<file path="config.mk">
export PLATFORM = sky130hd
export DESIGN_NAME = bresenham_line_rasterizer_top
export DESIGN_NICKNAME = d
export VERILOG_FILES = /design/src/hdl/blr_pkg.sv /design/src/hdl/blr_front.sv /design/src/hdl/blr_queue.sv /design/src/hdl/blr_back.sv /design/src/hdl/bresenham_line_rasterizer_top.sv
export SDC_FILE = /design/constraint.sdc
export NUM_CORES = 1
export LEC_CHECK = 0
export ABC_AREA = 1
export BUFFER_PORTS_ARGS = -buffer_cell sky130_fd_sc_hd__clkbuf_2
export CORE_ASPECT_RATIO = 1.5
export CORE_UTILIZATION = 50
export DETAILED_ROUTE_END_ITERATION = 16
export GPL_ROUTABILITY_DRIVEN = 1
export GPL_TIMING_DRIVEN = 0
export PLACE_DENSITY = 0.72
export SLEW_MARGIN = 40
export SYNTH_ARGS = -nofsm -noshare
export SYNTH_HDL_FRONTEND = slang
export SYNTH_SLANG_ARGS = --single-unit
export TNS_END_PERCENT = 5
</file>
<file path="constraint.sdc">
create_clock -name clock -period 5.5 [get_ports clock]
set_input_delay 0.55 -clock clock [delete_from_list [all_inputs] [get_ports clock]]
set_output_delay 0.55 -clock clock [all_outputs]
set_load 0.02 [all_outputs]
</file>
<file path="src/hdl/blr_pkg.sv">
// shared types and constants of the line rasterizer
`default_nettype none

package blr_pkg;

   localparam int COORD_BITS_DEF = 12;
   localparam int SURF_BITS      = 12;
   localparam int COLOR_BITS     = 32;
   localparam int QUEUE_DEPTH    = 2;
   localparam int CSR_ADDR_W     = 3;
   localparam int CSR_DATA_W     = 32;

   localparam logic [SURF_BITS-1:0] SURF_WIDTH_RESET  = SURF_BITS'(640);
   localparam logic [SURF_BITS-1:0] SURF_HEIGHT_RESET = SURF_BITS'(480);

   localparam logic REG_SURF_WIDTH  = 1'b0;
   localparam logic REG_SURF_HEIGHT = 1'b1;

   typedef enum logic {
      KIND_LOAD = 1'b0,
      KIND_STEP = 1'b1
   } kind_type;

   typedef enum logic [1:0] {
      OCT_STEEP_INC   = 2'd0,
      OCT_SHALLOW_INC = 2'd1,
      OCT_STEEP_DEC   = 2'd2,
      OCT_SHALLOW_DEC = 2'd3
   } octant_type;

   typedef struct packed {
      logic       is_load;
      octant_type octant;
   } blr_cmd_type;

endpackage

`default_nettype wire

</file>
<file path="src/hdl/blr_front.sv">
// front end: classifies items and computes line setup for loads
`default_nettype none

module blr_front #(
   parameter int COORD_BITS = blr_pkg::COORD_BITS_DEF,
   parameter int ERR_BITS   = blr_pkg::COORD_BITS_DEF + 4
) (
   input  logic                         in_valid,
   output logic                         in_ready,
   input  logic                         in_kind,
   input  logic signed [COORD_BITS-1:0] start_x,
   input  logic signed [COORD_BITS-1:0] start_y,
   input  logic signed [COORD_BITS-1:0] end_x,
   input  logic signed [COORD_BITS-1:0] end_y,
   output logic                         push_valid,
   input  logic                         push_ready,
   output blr_pkg::blr_cmd_type         push_cmd,
   output logic signed [COORD_BITS-1:0] push_x,
   output logic signed [COORD_BITS-1:0] push_y,
   output logic signed [COORD_BITS-1:0] push_stop,
   output logic signed [ERR_BITS-1:0]   push_err,
   output logic signed [ERR_BITS-1:0]   push_hold,
   output logic signed [ERR_BITS-1:0]   push_move
);

   logic                         swap;
   logic signed [COORD_BITS-1:0] ax, ay, bx, by;
   logic signed [COORD_BITS:0]   dxs, dys;
   logic        [COORD_BITS:0]   dx_mag, dy_mag;
   logic signed [ERR_BITS-1:0]   dx_e, dy_e;
   logic                         steep;
   logic                         xneg;

   assign in_ready   = push_ready;
   assign push_valid = in_valid;

   always_comb begin
      swap = end_y < start_y;
      ax = swap ? end_x : start_x;
      ay = swap ? end_y : start_y;
      bx = swap ? start_x : end_x;
      by = swap ? start_y : end_y;
      dxs = $signed({bx[COORD_BITS-1], bx}) - $signed({ax[COORD_BITS-1], ax});
      dys = $signed({by[COORD_BITS-1], by}) - $signed({ay[COORD_BITS-1], ay});
      xneg = dxs[COORD_BITS];
      dx_mag = xneg ? $unsigned(-dxs) : $unsigned(dxs);
      dy_mag = $unsigned(dys);
      steep = dy_mag > dx_mag;
      dx_e = $signed({{(ERR_BITS-COORD_BITS-1){1'b0}}, dx_mag});
      dy_e = $signed({{(ERR_BITS-COORD_BITS-1){1'b0}}, dy_mag});

      push_cmd.is_load = (in_kind == blr_pkg::KIND_LOAD);
      push_x = ax;
      push_y = ay;
      push_move = (dy_e <<< 1) - (dx_e <<< 1);
      if (steep) begin
         push_cmd.octant = xneg ? blr_pkg::OCT_STEEP_DEC : blr_pkg::OCT_STEEP_INC;
         push_err  = dy_e - (dx_e <<< 1);
         push_hold = -(dx_e <<< 1);
         push_stop = by;
      end else begin
         push_cmd.octant = xneg ? blr_pkg::OCT_SHALLOW_DEC : blr_pkg::OCT_SHALLOW_INC;
         push_err  = (dy_e <<< 1) - dx_e;
         push_hold = dy_e <<< 1;
         push_stop = bx;
      end
   end

endmodule

`default_nettype wire

</file>
<file path="src/hdl/blr_queue.sv">
// short command queue between front and back
`default_nettype none

module blr_queue #(
   parameter int DATA_W = 8,
   parameter int DEPTH  = blr_pkg::QUEUE_DEPTH
) (
   input  logic                 clock,
   input  logic                 reset,
   input  logic                 push_valid,
   output logic                 push_ready,
   input  blr_pkg::blr_cmd_type push_cmd,
   input  logic [DATA_W-1:0]    push_data,
   output logic                 pop_valid,
   input  logic                 pop_ready,
   output blr_pkg::blr_cmd_type pop_cmd,
   output logic [DATA_W-1:0]    pop_data
);

   localparam int PTR_W = (DEPTH > 1) ? $clog2(DEPTH) : 1;
   localparam int CNT_W = $clog2(DEPTH + 1);

   blr_pkg::blr_cmd_type cmd_mem_ff [DEPTH];
   logic [DATA_W-1:0]    data_mem_ff [DEPTH];
   logic [PTR_W-1:0]     wr_ptr_ff, wr_ptr_in;
   logic [PTR_W-1:0]     rd_ptr_ff, rd_ptr_in;
   logic [CNT_W-1:0]     count_ff, count_in;
   logic                 push, pop;

   assign push_ready = count_ff != CNT_W'(DEPTH);
   assign pop_valid  = count_ff != '0;
   assign push       = push_valid && push_ready;
   assign pop        = pop_valid && pop_ready;
   assign pop_cmd    = cmd_mem_ff[rd_ptr_ff];
   assign pop_data   = data_mem_ff[rd_ptr_ff];

   always_comb begin
      wr_ptr_in = wr_ptr_ff;
      rd_ptr_in = rd_ptr_ff;
      count_in  = count_ff;
      if (push) begin
         wr_ptr_in = (wr_ptr_ff == PTR_W'(DEPTH - 1)) ? '0 : wr_ptr_ff + 1'b1;
      end
      if (pop) begin
         rd_ptr_in = (rd_ptr_ff == PTR_W'(DEPTH - 1)) ? '0 : rd_ptr_ff + 1'b1;
      end
      if (push && !pop) begin
         count_in = count_ff + 1'b1;
      end else if (pop && !push) begin
         count_in = count_ff - 1'b1;
      end
   end

   always_ff @(posedge clock) begin
      if (reset) begin
         wr_ptr_ff <= '0;
         rd_ptr_ff <= '0;
         count_ff  <= '0;
      end else begin
         wr_ptr_ff <= wr_ptr_in;
         rd_ptr_ff <= rd_ptr_in;
         count_ff  <= count_in;
      end
   end

   always_ff @(posedge clock) begin
      if (push) begin
         cmd_mem_ff[wr_ptr_ff]  <= push_cmd;
         data_mem_ff[wr_ptr_ff] <= push_data;
      end
   end

endmodule

`default_nettype wire

</file>
<file path="src/hdl/blr_back.sv">
// back end: line stepping state, clip test and result register
`default_nettype none

module blr_back #(
   parameter int COORD_BITS = blr_pkg::COORD_BITS_DEF,
   parameter int ERR_BITS   = blr_pkg::COORD_BITS_DEF + 4
) (
   input  logic                                 clock,
   input  logic                                 reset,
   input  logic                                 pop_valid,
   output logic                                 pop_ready,
   input  blr_pkg::blr_cmd_type                 cmd,
   input  logic signed [COORD_BITS-1:0]         ld_x,
   input  logic signed [COORD_BITS-1:0]         ld_y,
   input  logic signed [COORD_BITS-1:0]         ld_stop,
   input  logic signed [ERR_BITS-1:0]           ld_err,
   input  logic signed [ERR_BITS-1:0]           ld_hold,
   input  logic signed [ERR_BITS-1:0]           ld_move,
   input  logic [blr_pkg::COLOR_BITS-1:0]       ld_color,
   input  logic [blr_pkg::SURF_BITS-1:0]        surf_width,
   input  logic [blr_pkg::SURF_BITS-1:0]        surf_height,
   output logic                                 out_valid,
   input  logic                                 out_ready,
   output logic signed [COORD_BITS-1:0]         out_x,
   output logic signed [COORD_BITS-1:0]         out_y,
   output logic [blr_pkg::COLOR_BITS-1:0]       out_color,
   output logic                                 out_inside,
   output logic                                 out_last
);

   localparam int CMP_W = COORD_BITS + blr_pkg::SURF_BITS;

   logic                              busy_ff, busy_in;
   logic signed [COORD_BITS-1:0]      cursor_x_ff, cursor_x_in;
   logic signed [COORD_BITS-1:0]      cursor_y_ff, cursor_y_in;
   logic signed [COORD_BITS-1:0]      stop_ff, stop_in;
   logic signed [ERR_BITS-1:0]        err_ff, err_in;
   logic signed [ERR_BITS-1:0]        hold_ff, hold_in;
   logic signed [ERR_BITS-1:0]        move_ff, move_in;
   blr_pkg::octant_type               octant_ff, octant_in;
   logic [blr_pkg::COLOR_BITS-1:0]    color_ff, color_in;

   logic                              out_valid_ff, out_valid_in;
   logic signed [COORD_BITS-1:0]      out_x_ff;
   logic signed [COORD_BITS-1:0]      out_y_ff;
   logic [blr_pkg::COLOR_BITS-1:0]    out_color_ff;
   logic                              out_inside_ff;
   logic                              out_last_ff;

   logic                              pop, emit, steep, dec, at_last, in_surf, err_pos;
   logic signed [COORD_BITS-1:0]      x_next;

   assign pop_ready  = !out_valid_ff || out_ready;
   assign pop        = pop_valid && pop_ready;
   assign emit       = pop && !cmd.is_load && busy_ff;

   assign out_valid  = out_valid_ff;
   assign out_x      = out_x_ff;
   assign out_y      = out_y_ff;
   assign out_color  = out_color_ff;
   assign out_inside = out_inside_ff;
   assign out_last   = out_last_ff;

   always_comb begin
      steep = (octant_ff == blr_pkg::OCT_STEEP_INC) || (octant_ff == blr_pkg::OCT_STEEP_DEC);
      dec   = (octant_ff == blr_pkg::OCT_STEEP_DEC) || (octant_ff == blr_pkg::OCT_SHALLOW_DEC);
      at_last = steep ? (cursor_y_ff == stop_ff) : (cursor_x_ff == stop_ff);
      in_surf = !cursor_x_ff[COORD_BITS-1] && !cursor_y_ff[COORD_BITS-1] &&
                ({{blr_pkg::SURF_BITS{1'b0}}, cursor_x_ff} <
                 CMP_W'({{COORD_BITS{1'b0}}, surf_width})) &&
                ({{blr_pkg::SURF_BITS{1'b0}}, cursor_y_ff} <
                 CMP_W'({{COORD_BITS{1'b0}}, surf_height}));
      err_pos = !err_ff[ERR_BITS-1] && (err_ff != '0);
      x_next  = dec ? cursor_x_ff - 1'b1 : cursor_x_ff + 1'b1;

      busy_in     = busy_ff;
      cursor_x_in = cursor_x_ff;
      cursor_y_in = cursor_y_ff;
      stop_in     = stop_ff;
      err_in      = err_ff;
      hold_in     = hold_ff;
      move_in     = move_ff;
      octant_in   = octant_ff;
      color_in    = color_ff;

      if (pop && cmd.is_load) begin
         busy_in     = 1'b1;
         cursor_x_in = ld_x;
         cursor_y_in = ld_y;
         stop_in     = ld_stop;
         err_in      = ld_err;
         hold_in     = ld_hold;
         move_in     = ld_move;
         octant_in   = cmd.octant;
         color_in    = ld_color;
      end else if (emit) begin
         if (at_last) begin
            busy_in = 1'b0;
         end else if (steep) begin
            cursor_y_in = cursor_y_ff + 1'b1;
            if (err_pos) begin
               err_in = err_ff + hold_ff;
            end else begin
               cursor_x_in = x_next;
               err_in      = err_ff + move_ff;
            end
         end else begin
            cursor_x_in = x_next;
            if (err_pos) begin
               cursor_y_in = cursor_y_ff + 1'b1;
               err_in      = err_ff + move_ff;
            end else begin
               err_in = err_ff + hold_ff;
            end
         end
      end

      if (emit) begin
         out_valid_in = 1'b1;
      end else if (out_ready) begin
         out_valid_in = 1'b0;
      end else begin
         out_valid_in = out_valid_ff;
      end
   end

   always_ff @(posedge clock) begin
      if (reset) begin
         busy_ff      <= 1'b0;
         out_valid_ff <= 1'b0;
      end else begin
         busy_ff      <= busy_in;
         out_valid_ff <= out_valid_in;
      end
   end

   always_ff @(posedge clock) begin
      cursor_x_ff <= cursor_x_in;
      cursor_y_ff <= cursor_y_in;
      stop_ff     <= stop_in;
      err_ff      <= err_in;
      hold_ff     <= hold_in;
      move_ff     <= move_in;
      octant_ff   <= octant_in;
      color_ff    <= color_in;
      if (emit) begin
         out_x_ff      <= cursor_x_ff;
         out_y_ff      <= cursor_y_ff;
         out_color_ff  <= color_ff;
         out_inside_ff <= in_surf;
         out_last_ff   <= at_last;
      end
   end

   a_load_sets_busy: assert property (@(posedge clock) disable iff (reset)
      (pop && cmd.is_load) |=> busy_ff)
      else $error("load did not start a line");

   a_last_clears_busy: assert property (@(posedge clock) disable iff (reset)
      (emit && at_last) |=> !busy_ff)
      else $error("line still busy after its last pixel");

   a_result_from_step: assert property (@(posedge clock) disable iff (reset)
      $rose(out_valid_ff) |-> $past(pop && !cmd.is_load && busy_ff))
      else $error("result without a step on a busy line");

   a_steep_y_advance: assert property (@(posedge clock) disable iff (reset)
      (emit && !at_last && steep) |=> (cursor_y_ff == $past(cursor_y_ff) + 1'b1))
      else $error("steep line did not advance y");

endmodule

`default_nettype wire

</file>
<file path="src/hdl/bresenham_line_rasterizer_top.sv">
// Line rasterizer: a load beat latches two endpoints and a color, and each following step
// beat up to the final pixel returns one pixel of that line with its clip flag, tlast on
// the final pixel. A beat is taken every clock while the queue has room; a load beat gives
// no result and a step beat's pixel passes the queue and the result register. The rate of
// one beat per clock without rsp back-pressure comes from the back end's single error-term
// update, one cursor advance per step. Surface width/height: CSR byte addresses 0 and 4.
`default_nettype none

module bresenham_line_rasterizer_top #(
   parameter int COORD_BITS = blr_pkg::COORD_BITS_DEF,
   localparam int REQ_W = ((4 * COORD_BITS + blr_pkg::COLOR_BITS + 7) / 8) * 8,
   localparam int RSP_W = ((2 * COORD_BITS + blr_pkg::COLOR_BITS + 7) / 8) * 8
) (
   input  logic                              clock,
   input  logic                              reset,
   input  logic                              req_tvalid,
   output logic                              req_tready,
   // start_x, start_y, end_x, end_y, line_color
   input  logic [REQ_W-1:0]                  req_tdata,
   // kind
   input  logic                              req_tuser,
   output logic                              rsp_tvalid,
   input  logic                              rsp_tready,
   // pixel_x, pixel_y, pixel_color
   output logic [RSP_W-1:0]                  rsp_tdata,
   // inside_res
   output logic                              rsp_tuser,
   output logic                              rsp_tlast,
   input  logic                              csr_psel,
   input  logic                              csr_penable,
   input  logic                              csr_pwrite,
   input  logic [blr_pkg::CSR_ADDR_W-1:0]    csr_paddr,
   input  logic [blr_pkg::CSR_DATA_W-1:0]    csr_pwdata,
   output logic [blr_pkg::CSR_DATA_W-1:0]    csr_prdata,
   output logic                              csr_pready
);

   localparam int ERR_BITS = COORD_BITS + 4;
   localparam int C        = COORD_BITS;
   localparam int Q_W      = 3 * COORD_BITS + 3 * ERR_BITS + blr_pkg::COLOR_BITS;

   logic [blr_pkg::SURF_BITS-1:0] surf_width_ff, surf_width_in;
   logic [blr_pkg::SURF_BITS-1:0] surf_height_ff, surf_height_in;
   logic                          csr_write;
   logic                          csr_idx;

   logic                          push_valid, push_ready, pop_valid, pop_ready;
   blr_pkg::blr_cmd_type          push_cmd, pop_cmd;
   logic signed [C-1:0]           f_x, f_y, f_stop;
   logic signed [ERR_BITS-1:0]    f_err, f_hold, f_move;
   logic [Q_W-1:0]                push_data, pop_data;

   logic signed [C-1:0]           out_x, out_y;
   logic [blr_pkg::COLOR_BITS-1:0] out_color;

   assign csr_pready = 1'b1;
   assign csr_idx    = csr_paddr[2];
   assign csr_write  = csr_psel && csr_penable && csr_pwrite && csr_pready;

   always_comb begin
      surf_width_in  = surf_width_ff;
      surf_height_in = surf_height_ff;
      if (csr_write) begin
         case (csr_idx)
            blr_pkg::REG_SURF_WIDTH:  surf_width_in  = csr_pwdata[blr_pkg::SURF_BITS-1:0];
            blr_pkg::REG_SURF_HEIGHT: surf_height_in = csr_pwdata[blr_pkg::SURF_BITS-1:0];
            default: ;
         endcase
      end
      case (csr_idx)
         blr_pkg::REG_SURF_WIDTH:  csr_prdata = blr_pkg::CSR_DATA_W'(surf_width_ff);
         blr_pkg::REG_SURF_HEIGHT: csr_prdata = blr_pkg::CSR_DATA_W'(surf_height_ff);
         default:                  csr_prdata = '0;
      endcase
   end

   always_ff @(posedge clock) begin
      if (reset) begin
         surf_width_ff  <= blr_pkg::SURF_WIDTH_RESET;
         surf_height_ff <= blr_pkg::SURF_HEIGHT_RESET;
      end else begin
         surf_width_ff  <= surf_width_in;
         surf_height_ff <= surf_height_in;
      end
   end

   blr_front #(
      .COORD_BITS (COORD_BITS),
      .ERR_BITS   (ERR_BITS)
   ) u_front (
      .in_valid   (req_tvalid),
      .in_ready   (req_tready),
      .in_kind    (req_tuser),
      .start_x    ($signed(req_tdata[C-1:0])),
      .start_y    ($signed(req_tdata[2*C-1:C])),
      .end_x      ($signed(req_tdata[3*C-1:2*C])),
      .end_y      ($signed(req_tdata[4*C-1:3*C])),
      .push_valid (push_valid),
      .push_ready (push_ready),
      .push_cmd   (push_cmd),
      .push_x     (f_x),
      .push_y     (f_y),
      .push_stop  (f_stop),
      .push_err   (f_err),
      .push_hold  (f_hold),
      .push_move  (f_move)
   );

   assign push_data = {req_tdata[4*C+blr_pkg::COLOR_BITS-1:4*C],
                       f_move, f_hold, f_err, f_stop, f_y, f_x};

   blr_queue #(
      .DATA_W (Q_W),
      .DEPTH  (blr_pkg::QUEUE_DEPTH)
   ) u_queue (
      .clock      (clock),
      .reset      (reset),
      .push_valid (push_valid),
      .push_ready (push_ready),
      .push_cmd   (push_cmd),
      .push_data  (push_data),
      .pop_valid  (pop_valid),
      .pop_ready  (pop_ready),
      .pop_cmd    (pop_cmd),
      .pop_data   (pop_data)
   );

   blr_back #(
      .COORD_BITS (COORD_BITS),
      .ERR_BITS   (ERR_BITS)
   ) u_back (
      .clock       (clock),
      .reset       (reset),
      .pop_valid   (pop_valid),
      .pop_ready   (pop_ready),
      .cmd         (pop_cmd),
      .ld_x        ($signed(pop_data[C-1:0])),
      .ld_y        ($signed(pop_data[2*C-1:C])),
      .ld_stop     ($signed(pop_data[3*C-1:2*C])),
      .ld_err      ($signed(pop_data[3*C+ERR_BITS-1:3*C])),
      .ld_hold     ($signed(pop_data[3*C+2*ERR_BITS-1:3*C+ERR_BITS])),
      .ld_move     ($signed(pop_data[3*C+3*ERR_BITS-1:3*C+2*ERR_BITS])),
      .ld_color    (pop_data[Q_W-1:3*C+3*ERR_BITS]),
      .surf_width  (surf_width_ff),
      .surf_height (surf_height_ff),
      .out_valid   (rsp_tvalid),
      .out_ready   (rsp_tready),
      .out_x       (out_x),
      .out_y       (out_y),
      .out_color   (out_color),
      .out_inside  (rsp_tuser),
      .out_last    (rsp_tlast)
   );

   assign rsp_tdata = RSP_W'({out_color, out_y, out_x});

endmodule

`default_nettype wire
</file>
### Word level (Yosys, flattened, before mapping)

Memory sizes are Yosys's and may differ from the RTL's. A register that Yosys moved wholly into a read port is not among the register bits.
Cells that the tools add are included.

* input bits: 123
* memory bits (writable): 238
* logic and storage cells: 133
* output and inout bits: 93
* memories: 2
* flip-flop bits (word level): 206

* eq/ne operators: 7
* mux-type cells: 45
* order comparisons: 4
* bitwise logic cells: 2
* $add $sub $neg: 16
* reductions and logical operators: 37

Memories
* u_queue.data_mem_ff: words 2, bits a word 116, read ports 1, clocked after memory_dff 1, wr ports 1, RTL line blr_queue.sv:24 `logic [DATA_W-1:0] data_mem_ff [DEPTH];`
* u_queue.cmd_mem_ff: words 2, bits a word 3, read ports 1, clocked after memory_dff 1, wr ports 1, RTL line blr_queue.sv:23 `blr_pkg::blr_cmd_type cmd_mem_ff [DEPTH];`

Operators by type and width (number)
* $mux 12: 16
* $mux 16: 8
* $pmux 32 s2: 1
* $lt 12x12->1: 3
* $add 16x16->16: 2
* $sub 12x12->13: 2
* $add 12x1->12 const B: 2
* $eq 12x12->1: 2
* $neg 14->16: 1
* $reduce_bool 16->1: 1
* $sub 13x14->15: 1
* $sub 14x13->15: 1
* $sub 14x14->15: 1
* $mux 1: 14
* $gt 13x13->1: 1
* $logic_and 1x1->1: 13
* $mux 13: 1
* $neg 13->13: 1
* $sub 12x1->12 const B: 1
* $mux 2: 5
* $reduce_bool 2->1: 5
* $reduce_and 2->1: 4
* $logic_not 1->1: 7
* $reduce_and 3->1: 2
* other kinds (10): 16

### Logic depth before layout (Yosys ltp)

Gate-level depths: netlist of run 1.

* depth after elaboration: 8
* mapped depth: 48
* depth with buffers taken out: 46

### Modules after synthesis

A second synthesis of run 1 with hierarchy kept.

* cell total of the unflattened synthesis: 2543
* area, all modules: 24848.8 sq um

By module, submodules not included
* blr_back: area an instance 9591.7 sq um, seq. area each 5325.1 sq um, times used 1, cells each 995
* blr_queue: area an instance 8899.8 sq um, seq. area each 7247.0 sq um, times used 1, cells each 407
* blr_front: area an instance 5077.4 sq um, seq. area each 0.0 sq um, times used 1, cells each 937
* bresenham_line_rasterizer_top: area an instance 1280.0 sq um, seq. area each 480.5 sq um, times used 1, cells each 204

### Least setup slack after synthesis of run 1

OpenSTA, ideal clock, no wires.

* path type: register -> register
* from: reg u_queue.count_ff[0]
* to: mem u_queue.cmd_mem_ff[1][0] (netlist bit) (enable)
* path slack: -571 ps
* arrival: 5480 ps
* cell stages (with the launch flop): 5
* setup time: 592 ps
* buffers on the path: 0
* required time: 4908 ps
* cells stage by stage: dfxtp_1 -> inv_1 -> nand2_1 -> nand2_1 -> nor2_1

* word-level cells in the longest chain between the ends: 4

Ends and longest elaborated chain
* from (decl): RTL line blr_queue.sv:27 `logic [CNT_W-1:0] count_ff, count_in;`
* from (signal assigned): RTL line blr_queue.sv:62 `count_ff <= count_in;`
* $ne 2x2->1: RTL line blr_queue.sv:30 `assign push_ready = count_ff != CNT_W'(DEPTH);`
* named net req_tready: RTL line bresenham_line_rasterizer_top.sv:17 `output logic req_tready,`
* $logic_and 1x1->1: RTL line blr_queue.sv:32 `assign push = push_valid && push_ready;`
* $mux 1: RTL line blr_queue.sv:67 `if (push) begin`
* $mux 1 (implied by the code): RTL line blr_queue.sv:68 `cmd_mem_ff[wr_ptr_ff] <= push_cmd;`
* to (decl): RTL line blr_queue.sv:23

The timed path passes the listed nets, and every way through them passes these cells.

### Worst setup path in the final report of run 1

* from: in req_tdata[17]
* to: mem u_queue.data_mem_ff[1][43] (netlist bit), data pin

* elaborated cells between the ends (all ways): 13
* those cells by class: add/sub: 5; order compare: 2; mux: 6

RTL lines
* from (decl): RTL line bresenham_line_rasterizer_top.sv:19 `input logic [REQ_W-1:0] req_tdata,`
* $lt 12x12->1 *: RTL line blr_front.sv:38 `swap = end_y < start_y;`
* $mux 12 *: RTL line blr_front.sv:40 `ay = swap ? end_y : start_y;`
* named net f_y[0]: RTL line bresenham_line_rasterizer_top.sv:49 `logic signed [C-1:0] f_x, f_y, f_stop;`
* $sub 12x12->13 *: RTL line blr_front.sv:44 `dys = $signed({by[COORD_BITS-1], by}) - $signed({ay[COORD_BITS-1], ay});`
* $sub 14x13->15 (tied with other cells): RTL line blr_front.sv:63 `push_err = (dy_e <<< 1) - dx_e;`
* $mux 16 *: RTL line blr_front.sv:56 `if (steep) begin`
* named net f_err[7]: RTL line bresenham_line_rasterizer_top.sv:50 `logic signed [ERR_BITS-1:0] f_err, f_hold, f_move;`
* to (decl): RTL line blr_queue.sv:24

Mark *: on every way through the listed nets, which the timed path passes. The rest lies on a longest branch.

==> flow_metrics.tcl, run 1 <==
set metrics [dict create \
    slowest_stage "ha_1" \
    dp_hpwl_um 44600 \
    reg2reg_slack_ps 2070 \
    ant_nets 0 \
    placementRows 95 \
    synthesis.area_um2 22800 \
    grt_max_degree 40 \
    synth_edf_count 403 \
    die_area_um2 46500 \
    worst_pin_slew_ps 803 \
    status "finished clean" \
    cts_made_buffers 37 \
    fin_nets 2840 \
    final.setup.tns_ps 0 \
    synth-seq-cells 434 \
    drtPass1Iterations 5 \
    path_clk_slew_ps 60 \
    finClkSkew_ps 18.9 \
    worstPathRequired_ps 5840 \
    maxSlewViolCount 0 \
    pin_count 216 \
    drive_gt1_share_pct 17.1 \
    path_delay_family "simple AND/OR/NAND/NOR gates" \
    port_buffers 170 \
    cts.htree.levels 2 \
    maxCapViolCount 0 \
    postSynthAreaPerCell_um2 9.78 \
    yosysUniqueCellTypes 54 \
    initial_core_util_pct 50.8 \
    clk_path_buf_depth 3 \
    r2r_end "u_back.err_ff[15]$_DFFE_PP_" \
    drt-total-wl_um 57300 \
    maxSlewHeadroom_pct 45.0 \
    grt.overflow.total 0 \
    hold_viol_final 0 \
    ys_async_sr_fraction_pct 0 \
    final_area_um2 26600 \
    num-fill-cells 3707 \
    num_vias 16977 \
    ys_seq_area_share_pct 55.7 \
    place_inst 3121 \
    grt_usage_pct 24.5 \
    cp.arrival_ps 5640 \
    critPathLaunchType "input pin" \
    gp_congestion 0.951 \
    syn_inst 2335 \
    setup_viol 0 \
    cts_root_buf "clkbuf_16" \
    drt-initial-drc-count 1154 \
    layout_commonest_cell "nand2_1" \
    syn_to_final_growth_pct 16.7 \
    period_needed_ps 5300 \
    die_w_um 176 \
    fin_crit_sh_pct 96.3 \
    path_buf_inv 8 \
    startpoint "req_tdata[17]" \
    clock_latency_ps 540 \
    synth_warnings 0 \
    path_depth 32 \
    layout_common_cells "716 x nand2_1, 403 x edfxtp_1, 202 x inv_1" \
    die_y_um 264 \
    crit_end "u_queue.data_mem_ff[1][43]$_DFFE_PP_" \
    worstPathMaxFanout 10 \
    fp.coreArea_um2 44900 \
    fmax_mhz 189 \
    end_kind "flop" \
    via_per_inst 5.29 \
    grt_pass1_wl_um 88100 \
    grt_pass1_vias 16998 \
    place_area_um2 24800 \
    p_leak_uw 0.0115 \
    detail_route.wl_per_cell_um 17.8 \
    peakVddDrop_mv 0.273 \
    cts_tree "built" \
    antenna_found_initial 1 \
    cts_sinks 434 \
    synth_top_flop_cell "edfxtp_1" \
    slowest_delay_ps 410 \
    drc_errors 0 \
    final_cells 3212 \
    r2r-start "u_back.err_ff[1]$_DFFE_PP_" \
    pwr_density_cell_nw_per_um2 584 \
    worstSetupPathType "input pin to flop" \
    reg2reg_depth 19 \
    hp-class "input pin to flop" \
]
metrics by stage:
| stage | hold WS (ps) | setup slack (ps) | utilization [%] | total power [uW] |
|---|---|---|---|---|
| after floorplan | 400 | -559 | - | 10500 |
| after global placement | 401 | -3270 | 54.5 | 12300 |
| after detailed placement | 405 | -1330 | 55.2 | 12600 |
| after CTS | 184 | 18.2 | 58.5 | 15400 |
| after global routing | 191 | -37.3 | 59.3 | 16600 |
| final | 202 | 202 | 59.3 | 15600 |
routing by layer:
metal | track usage [%] | vias to the layer above | share of wire [%]
met2 | 45.2 | 513 | 52
met1 | 27.0 | 7933 | 37
met3 | 2.06 | 153 | 4.2
met4 | 14.9 | 0 | 6.5
li1 | - | 8378 | -
met5 | 0 | - | 0
synthesized netlist by cell type (all sizes together) (4+ instances only):
library cell,count,area (um2)
buf,45,365
clkbuf,43,161
o32ai,4,35.0
nand2,761,2980
a211oi,6,45.0
inv,220,826
nor4,10,62.6
o21ai,162,830
nand3,92,495
dfxtp,31,621
ha,110,1380
nand4,19,125
o211ai,6,58.8
nand3b,6,45.0
nor3,9,45.0
a31oi,15,93.8
nor2,105,412
o21bai,7,52.6
fa,6,120
a21oi,124,639
a21o,12,90.1
edfxtp,403,12100
xor2,83,787
xnor2,33,289
sequential cells by signal, summed over array words and instances, names as in the netlist, 14 cells and up, named ones only:
signal / count
u_queue.data_mem_ff: 224
u_back.err_ff: 16
u_back.hold_ff: 15
u_back.move_ff: 14
u_back.out_color: 32
u_back.color_ff: 32
how the worst min path moves through the flow:
stage | endpoint | slack (ps) | startpoint | cells after the start
final | u_queue.data_mem_ff[1][112]$_DFFE_PP_ | 200 | req_tdata[76] | 1
after global routing | u_queue.data_mem_ff[0][113]$_DFFE_PP_ | 190 | req_tdata[77] | 1
after CTS | u_queue.data_mem_ff[1][112]$_DFFE_PP_ | 180 | req_tdata[76] | 1
after detailed placement | u_back.out_color[4]$_DFFE_PP_ | 400 | u_back.color_ff[4]$_DFFE_PP_ | 0
after global placement | u_back.out_color[19]$_DFFE_PP_ | 400 | u_back.color_ff[19]$_DFFE_PP_ | 0
after floorplan | u_back.out_color[0]$_DFFE_PP_ | 400 | u_back.color_ff[0]$_DFFE_PP_ | 0
cell type report:
class	instances	area, um2	share of cell area (%)
diodes	1	2.50	0.00939
plain buffers	88	559	2.10
clock buffers	46	991	3.72
clock inverters	21	226	0.850
inverters	221	832	3.12
multi-input cells	1611	9270	34.8
flip-flops and latches	434	12700	47.7
well taps	582	728	2.73
repair buffers	208	1310	4.93
logic make-up (layout without fill, tap and decap cells):
logic type	Yosys count	after routing	synth area share (%)
compound gates	351	351	8.62
xor+xnor	116	116	4.71
fa+ha+maj	116	116	6.56
buf+inv	309	584	5.94
flops	434	434	55.7
mux	1	1	0.0438
other cells	2	22	0.0329
simple gates	1006	1006	18.4
where the power goes:
group          total (uW)  internal, uW  switching, uW
sequential           5650          5210            442
clock                2630          1480           1150
combinational        7290          2580           4710
timing repair:
item	CTS	global route
setup endpoints to repair	94	90
pin swaps	5	23
hold buffers	0	0
resized for setup	37	44
buffers inserted	7	16
Note: power is estimated with default switching activity, not from simulation.
==> run 2, diff against run 1 <==
--- a/config.mk
+++ b/config.mk
@@ -7,12 +7,15 @@
 export LEC_CHECK = 0
 export ABC_AREA = 1
 export BUFFER_PORTS_ARGS = -buffer_cell sky130_fd_sc_hd__clkbuf_2
+export CELL_PAD_IN_SITES_DETAIL_PLACEMENT = 1
+export CELL_PAD_IN_SITES_GLOBAL_PLACEMENT = 1
 export CORE_ASPECT_RATIO = 1.5
-export CORE_UTILIZATION = 50
+export CORE_UTILIZATION = 42
+export CTS_CLUSTER_SIZE = 20
 export DETAILED_ROUTE_END_ITERATION = 16
 export GPL_ROUTABILITY_DRIVEN = 1
 export GPL_TIMING_DRIVEN = 0
-export PLACE_DENSITY = 0.72
+export PLACE_DENSITY_LB_ADDON = 0.1
 export SLEW_MARGIN = 40
 export SYNTH_ARGS = -nofsm -noshare
 export SYNTH_HDL_FRONTEND = slang
==> run 2 against run 1 <==
Compared with the run above: utilization down 8.1 points; final cell count grew 4.4%; maximum frequency grew 1.2%; sequential power increased by 0.7%; hold slack lost 18 ps; non-clock buffer count grew 31.
==> flow_metrics.tcl, run 2 (same netlist as run 1, synthesis figures left out) <==
set metrics [dict create \
    status "finished clean" \
    placementRows 104 \
    pin_count 216 \
    cts_root_buf "clkbuf_16" \
    rsz0062_at_grt "yes" \
    grt_usage_pct 24.4 \
    clk_path_buf_depth 3 \
    detail_route.wl_per_cell_um 20.4 \
    grt_pass1_wl_um 103000 \
    fin_nets 2874 \
    fp.coreArea_um2 53600 \
    grt_max_degree 42 \
    r2r-start "u_back.err_ff[1]$_DFFE_PP_" \
    syn_to_final_growth_pct 20.2 \
    hold_viol_final 0 \
    initial_core_util_pct 42.6 \
    worstSetupPathType "input pin to flop" \
    final_cells 3353 \
    fin_crit_sh_pct 95.2 \
    path_buf_inv 9 \
    period_needed_ps 5240 \
    regMostFlops "u_queue.data_mem_ff" \
    layout_commonest_cell "nand2_1" \
    maxSlewHeadroom_pct 41.6 \
    cts_tree "built" \
    maxSlewViolCount 0 \
    maxCapViolCount 0 \
    drtPass1Iterations 5 \
    largest_register_ff_count 224 \
    die_y_um 288 \
    dp_hpwl_um 53300 \
    die_w_um 192 \
    end_kind "flop" \
    reg2reg_depth 19 \
    fmax_mhz 191 \
    drc_errors 0 \
    grt.overflow.total 0 \
    whs_ps 184 \
    final_area_um2 27400 \
    hold_path_end "u_queue.data_mem_ff[1][106]$_DFFE_PP_" \
    port_buffers 170 \
    cts_made_buffers 39 \
    hp-class "input pin to flop" \
    pwr_density_cell_nw_per_um2 599 \
    final.setup.worst_slack_ps 265 \
    gp_congestion 0.968 \
    cp.arrival_ps 5510 \
    r2r_end "u_back.err_ff[15]$_DFFE_PP_" \
    p_leak_uw 0.0117 \
    antenna_found_initial 0 \
    peakVddDrop_mv 0.277 \
    path_delay_family "simple AND/OR/NAND/NOR gates" \
    worstPathRequired_ps 5770 \
    ant_nets 0 \
    cts.htree.levels 2 \
    path_common_cell "nand2_4" \
    ctsHoldBuffers 0 \
    hold_start "req_tdata[70]" \
    grt_pass1_vias 18500 \
    antenna_cells 0 \
    drive_gt1_share_pct 19.4 \
    setup_viol 0 \
    post-route-util_pct 51.2 \
    worstPathMaxFanout 8 \
    drt-total-wl_um 68200 \
    clock_latency_ps 560 \
    path_clk_slew_ps 70 \
    place_area_um2 25000 \
    slowest_stage "ha_4" \
    reg2reg_slack_ps 1750 \
    layout_common_cells "707 x nand2_1, 403 x edfxtp_1, 198 x inv_1" \
    worstHoldPathCells 1 \
    via_per_inst 5.15 \
    cts_sinks 434 \
    critPathLaunchType "input pin" \
    place_inst 3232 \
    dp_slack_ps -1640 \
    die_area_um2 55300 \
    num_vias 17273 \
    worst_pin_slew_ps 870 \
    drt-initial-drc-count 699 \
    slowest_delay_ps 310 \
    finClkSkew_ps 21.2 \
]
## run 2: changes by cell type in the layout (fill, tap and decap cells not counted), moves of 5 or more
cell       delta
o21ai_1      -11
buf_8         +9
buf_6         -6
ha_1          -5
nand2_2       +5
clkbuf_16     +8
o21ai_2      +12
nand2_1       -9
buf_4        +18
buf_12        +5
## run 2: stage by stage
stage | power (uW) | setup TNS [ps]
2_1_floorplan | 10500 | -64310
3_5_place_dp | 13000 | -133840
5_1_grt | 17600 | -259
4_1_cts | 15900 | 0
6_report | 16400 | 0
3_3_place_gp | 12600 | -660920
## run 2: power by group
group	total [uW]	leakage (uW)	switching, uW	internal, uW
combinational	8210	0.00714	5230	2980
sequential	5690	0.00401	480	5210
clock	2540	0.000565	1180	1360
total	16400	0.0117	6890	9550
## run 2: worst register-to-register path, stage by stage, from the launching register on
cell	delay (ps)
edfxtp_1	430
ha_1	190
inv_1	70
fa_1	410
o21ai_0	300
a21oi_1	120
inv_1	70
a21oi_1	90
o21ai_0	320
a21oi_1	170
o21bai_1	250
nand3_1	120
nand2_1	100
nand2_1	100
a21oi_1	180
nor3_1	70
nor2_1	100
nand2_1	60
o21ai_0	200
o21ai_0	140
## run 2: worst max-delay path by stage
stage | startpoint | endpoint | cells past startpoint
3_3_place_gp | req_tvalid | u_queue.data_mem_ff[0][83]$_DFFE_PP_ | 3
4_1_cts | req_tdata[15] | u_queue.data_mem_ff[1][51]$_DFFE_PP_ | 44
3_5_place_dp | req_tdata[23] | u_queue.data_mem_ff[0][51]$_DFFE_PP_ | 36
6_report | req_tdata[19] | u_queue.data_mem_ff[0][35]$_DFFE_PP_ | 38
2_1_floorplan | u_queue.count_ff[0]$_SDFFE_PP0P_ | u_queue.cmd_mem_ff[0][0]$_DFFE_PP_ | 4
5_1_grt | req_tdata[19] | u_queue.data_mem_ff[1][35]$_DFFE_PP_ | 36
## run 2: what timing repair did
action | CTS | global route
cloned | 0 | 7
setup endpoints to repair | 96 | 90
pin swaps | 12 | 34
gates resized for setup | 65 | 86
buffers inserted | 10 | 34
## run 2: area by class of cell
class / instances / area, um2
plain buffers: 88 / 604
clock buffers: 52 / 1060
clock inverters: 18 / 105
fillers: 5980 / 26200
inverters: 221 / 837
multi-input cells: 1612 / 9550
flip-flops and latches: 434 / 12700
well taps: 689 / 862
repair buffers: 239 / 1690
## run 2: per-layer routing
metal	vias up	routed length (um)	global-route usage [%]
li1	8451	-	-
met1	8339	26000	26.8
met2	348	36800	47.0
met3	135	1770	1.79
met4	0	3680	11.2
met5	-	0	0
==> run 3, diff against run 2 <==
--- a/config.mk
+++ b/config.mk
@@ -6,13 +6,13 @@
 export NUM_CORES = 1
 export LEC_CHECK = 0
 export ABC_AREA = 1
-export BUFFER_PORTS_ARGS = -buffer_cell sky130_fd_sc_hd__clkbuf_2
 export CELL_PAD_IN_SITES_DETAIL_PLACEMENT = 1
 export CELL_PAD_IN_SITES_GLOBAL_PLACEMENT = 1
 export CORE_ASPECT_RATIO = 1.5
-export CORE_UTILIZATION = 42
+export CORE_UTILIZATION = 45
 export CTS_CLUSTER_SIZE = 20
 export DETAILED_ROUTE_END_ITERATION = 16
+export DONT_BUFFER_PORTS = 1
 export GPL_ROUTABILITY_DRIVEN = 1
 export GPL_TIMING_DRIVEN = 0
 export PLACE_DENSITY_LB_ADDON = 0.1
==> run 3 against run 2 <==
Compared with the run above: sequential power increased by 1%; combinational power decreased by 6.5%; clock power grew 16%; utilization is 1.8 points higher; sequential share of layout area grew 1.8 points; sequential cell count unchanged; wire length down 3.9%; critical path type unchanged; largest power group unchanged.
==> flow_metrics.tcl, run 3 (same netlist as run 1, synthesis figures left out) <==
set metrics [dict create \
    antenna_found_initial 0 \
    cp.arrival_ps 5570 \
    hp-class "input pin to flop" \
    fin_nets 2687 \
    num-fill-cells 5605 \
    grt_usage_pct 25.5 \
    slowest_stage "ha_4" \
    worstSetupPathType "input pin to flop" \
    slowest_delay_ps 320 \
    drt-total-wl_um 65600 \
    r2r_end "u_back.err_ff[15]$_DFFE_PP_" \
    cts_made_buffers 38 \
    cts_root_buf "clkbuf_16" \
    drive_gt1_share_pct 12.9 \
    port_buffers 0 \
    drtPass1Iterations 4 \
    fin_crit_sh_pct 96.2 \
    detail_route.wl_per_cell_um 20.9 \
    cts.htree.levels 2 \
    crit_end "u_queue.data_mem_ff[0][48]$_DFFE_PP_" \
    grt_pass1_vias 17807 \
    regMostFlops "u_queue.data_mem_ff" \
    total_power_uw 16400 \
    final.setup.tns_ps 0 \
    cts_sinks 434 \
    cts_tree "built" \
    post-route-util_pct 53.0 \
    fp.coreArea_um2 49800 \
    multi_input_area_um2 9380 \
    clock_latency_ps 550 \
    initial_core_util_pct 45.8 \
    via_per_inst 5.30 \
    worstPathRequired_ps 5780 \
    maxCapViolCount 0 \
    maxSlewHeadroom_pct 45.0 \
    r2r-start "u_back.err_ff[1]$_DFFE_PP_" \
    path_common_cell "nand2_1" \
    ctsHoldBuffers 0 \
    die_area_um2 51700 \
    pwr_density_cell_nw_per_um2 621 \
    die_w_um 186 \
    hold_viol_final 0 \
    place_area_um2 24200 \
    placementRows 100 \
    setup_viol 0 \
    peakVddDrop_mv 0.252 \
    fmax_mhz 189 \
    status "finished clean" \
    place_inst 3034 \
    drc_errors 0 \
    layout_commonest_cell "nand2_1" \
    drt-initial-drc-count 599 \
    end_kind "flop" \
    reg2reg_depth 19 \
    critPathLaunchType "input pin" \
    dp_hpwl_um 51600 \
    num_vias 16661 \
    layout_common_cells "718 x nand2_1, 403 x edfxtp_1, 200 x inv_1" \
    startpoint "req_tdata[14]" \
    gp_congestion 0.902 \
    reg2reg_slack_ps 2030 \
    path_clk_slew_ps 70 \
    syn_to_final_growth_pct 15.6 \
    worst_pin_slew_ps 816 \
    grt_pass1_wl_um 99600 \
    final_cells 3141 \
    clk_path_buf_depth 3 \
    hold_start "req_tdata[71]" \
    grt.overflow.total 0 \
    pin_count 216 \
    grt_max_degree 43 \
    ant_nets 0 \
    ff_latch_area_um2 12700 \
    p_leak_uw 0.0110 \
    worstPathMaxFanout 10 \
    final_area_um2 26400 \
    period_needed_ps 5290 \
    largest_register_ff_count 224 \
    maxSlewViolCount 0 \
    antenna_cells 0 \
    finClkSkew_ps 23.4 \
    die_y_um 278 \
]
==> run 3: layout make-up <==
type                    instances  area share (%)
flip-flops and latches        434            48.2
clock inverters                19            1.02
well taps                     663            3.14
plain buffers                  88            2.09
multi-input cells            1612            35.5
inverters                     221            3.20
repair buffers                 53            2.51
clock buffers                  51            4.27
==> run 3: repair_timing <==
item | 4_1_cts | 5_1_grt
pin swaps | 13 | 20
setup buffers | 16 | 19
gates resized for setup | 55 | 44
setup endpoints to repair | 98 | 90
gates cloned | 1 | 1
==> run 3: worst min-delay path by stage <==
stage | cells past startpoint | to
global placement | 0 | u_back.out_color[2]$_DFFE_PP_
floorplan | 0 | u_back.out_color[0]$_DFFE_PP_
detailed placement | 0 | u_back.out_color[4]$_DFFE_PP_
finish | 0 | u_queue.data_mem_ff[1][107]$_DFFE_PP_
global route | 0 | u_queue.data_mem_ff[1][94]$_DFFE_PP_
CTS | 0 | u_queue.data_mem_ff[1][94]$_DFFE_PP_
==> run 3: worst max-delay path, delay by kind of cell <==
family | cells | cell delay (ps)
and+or+nand+nor | 29 | 2800
adders and majority gates | 3 | 760
AOI/OAI and AO/OA | 5 | 730
buffers and inverters | 6 | 710
==> run 3: where the power goes <==
part / internal [uW] / total, uW / switching [uW] / leakage [uW]
combinational: 2670 / 7680 / 5010 / 0.00628
clock: 1740 / 2950 / 1210 / 0.000672
sequential: 5210 / 5750 / 539 / 0.00401
total: 9620 / 16400 / 6760 / 0.0110
==> run 3: metrics by stage <==
step	setup WS, ps	hold slack, ps
after floorplan	-559	400
after global placement	-3550	403
after detailed placement	-1470	406
after CTS	13.6	71.2
after global routing	-54.7	83.3
final	210	102
==> run 3: routing by layer <==
| layer | up-vias | global-route usage (%) | part of all wire (%) |
|---|---|---|---|
| met1 | 8131 | 26.9 | 37 |
| met5 | - | 0 | 0 |
| li1 | 8049 | - | - |
| met3 | 134 | 3.11 | 3.6 |
| met4 | 0 | 12.1 | 4.8 |
| met2 | 347 | 48.9 | 54 |
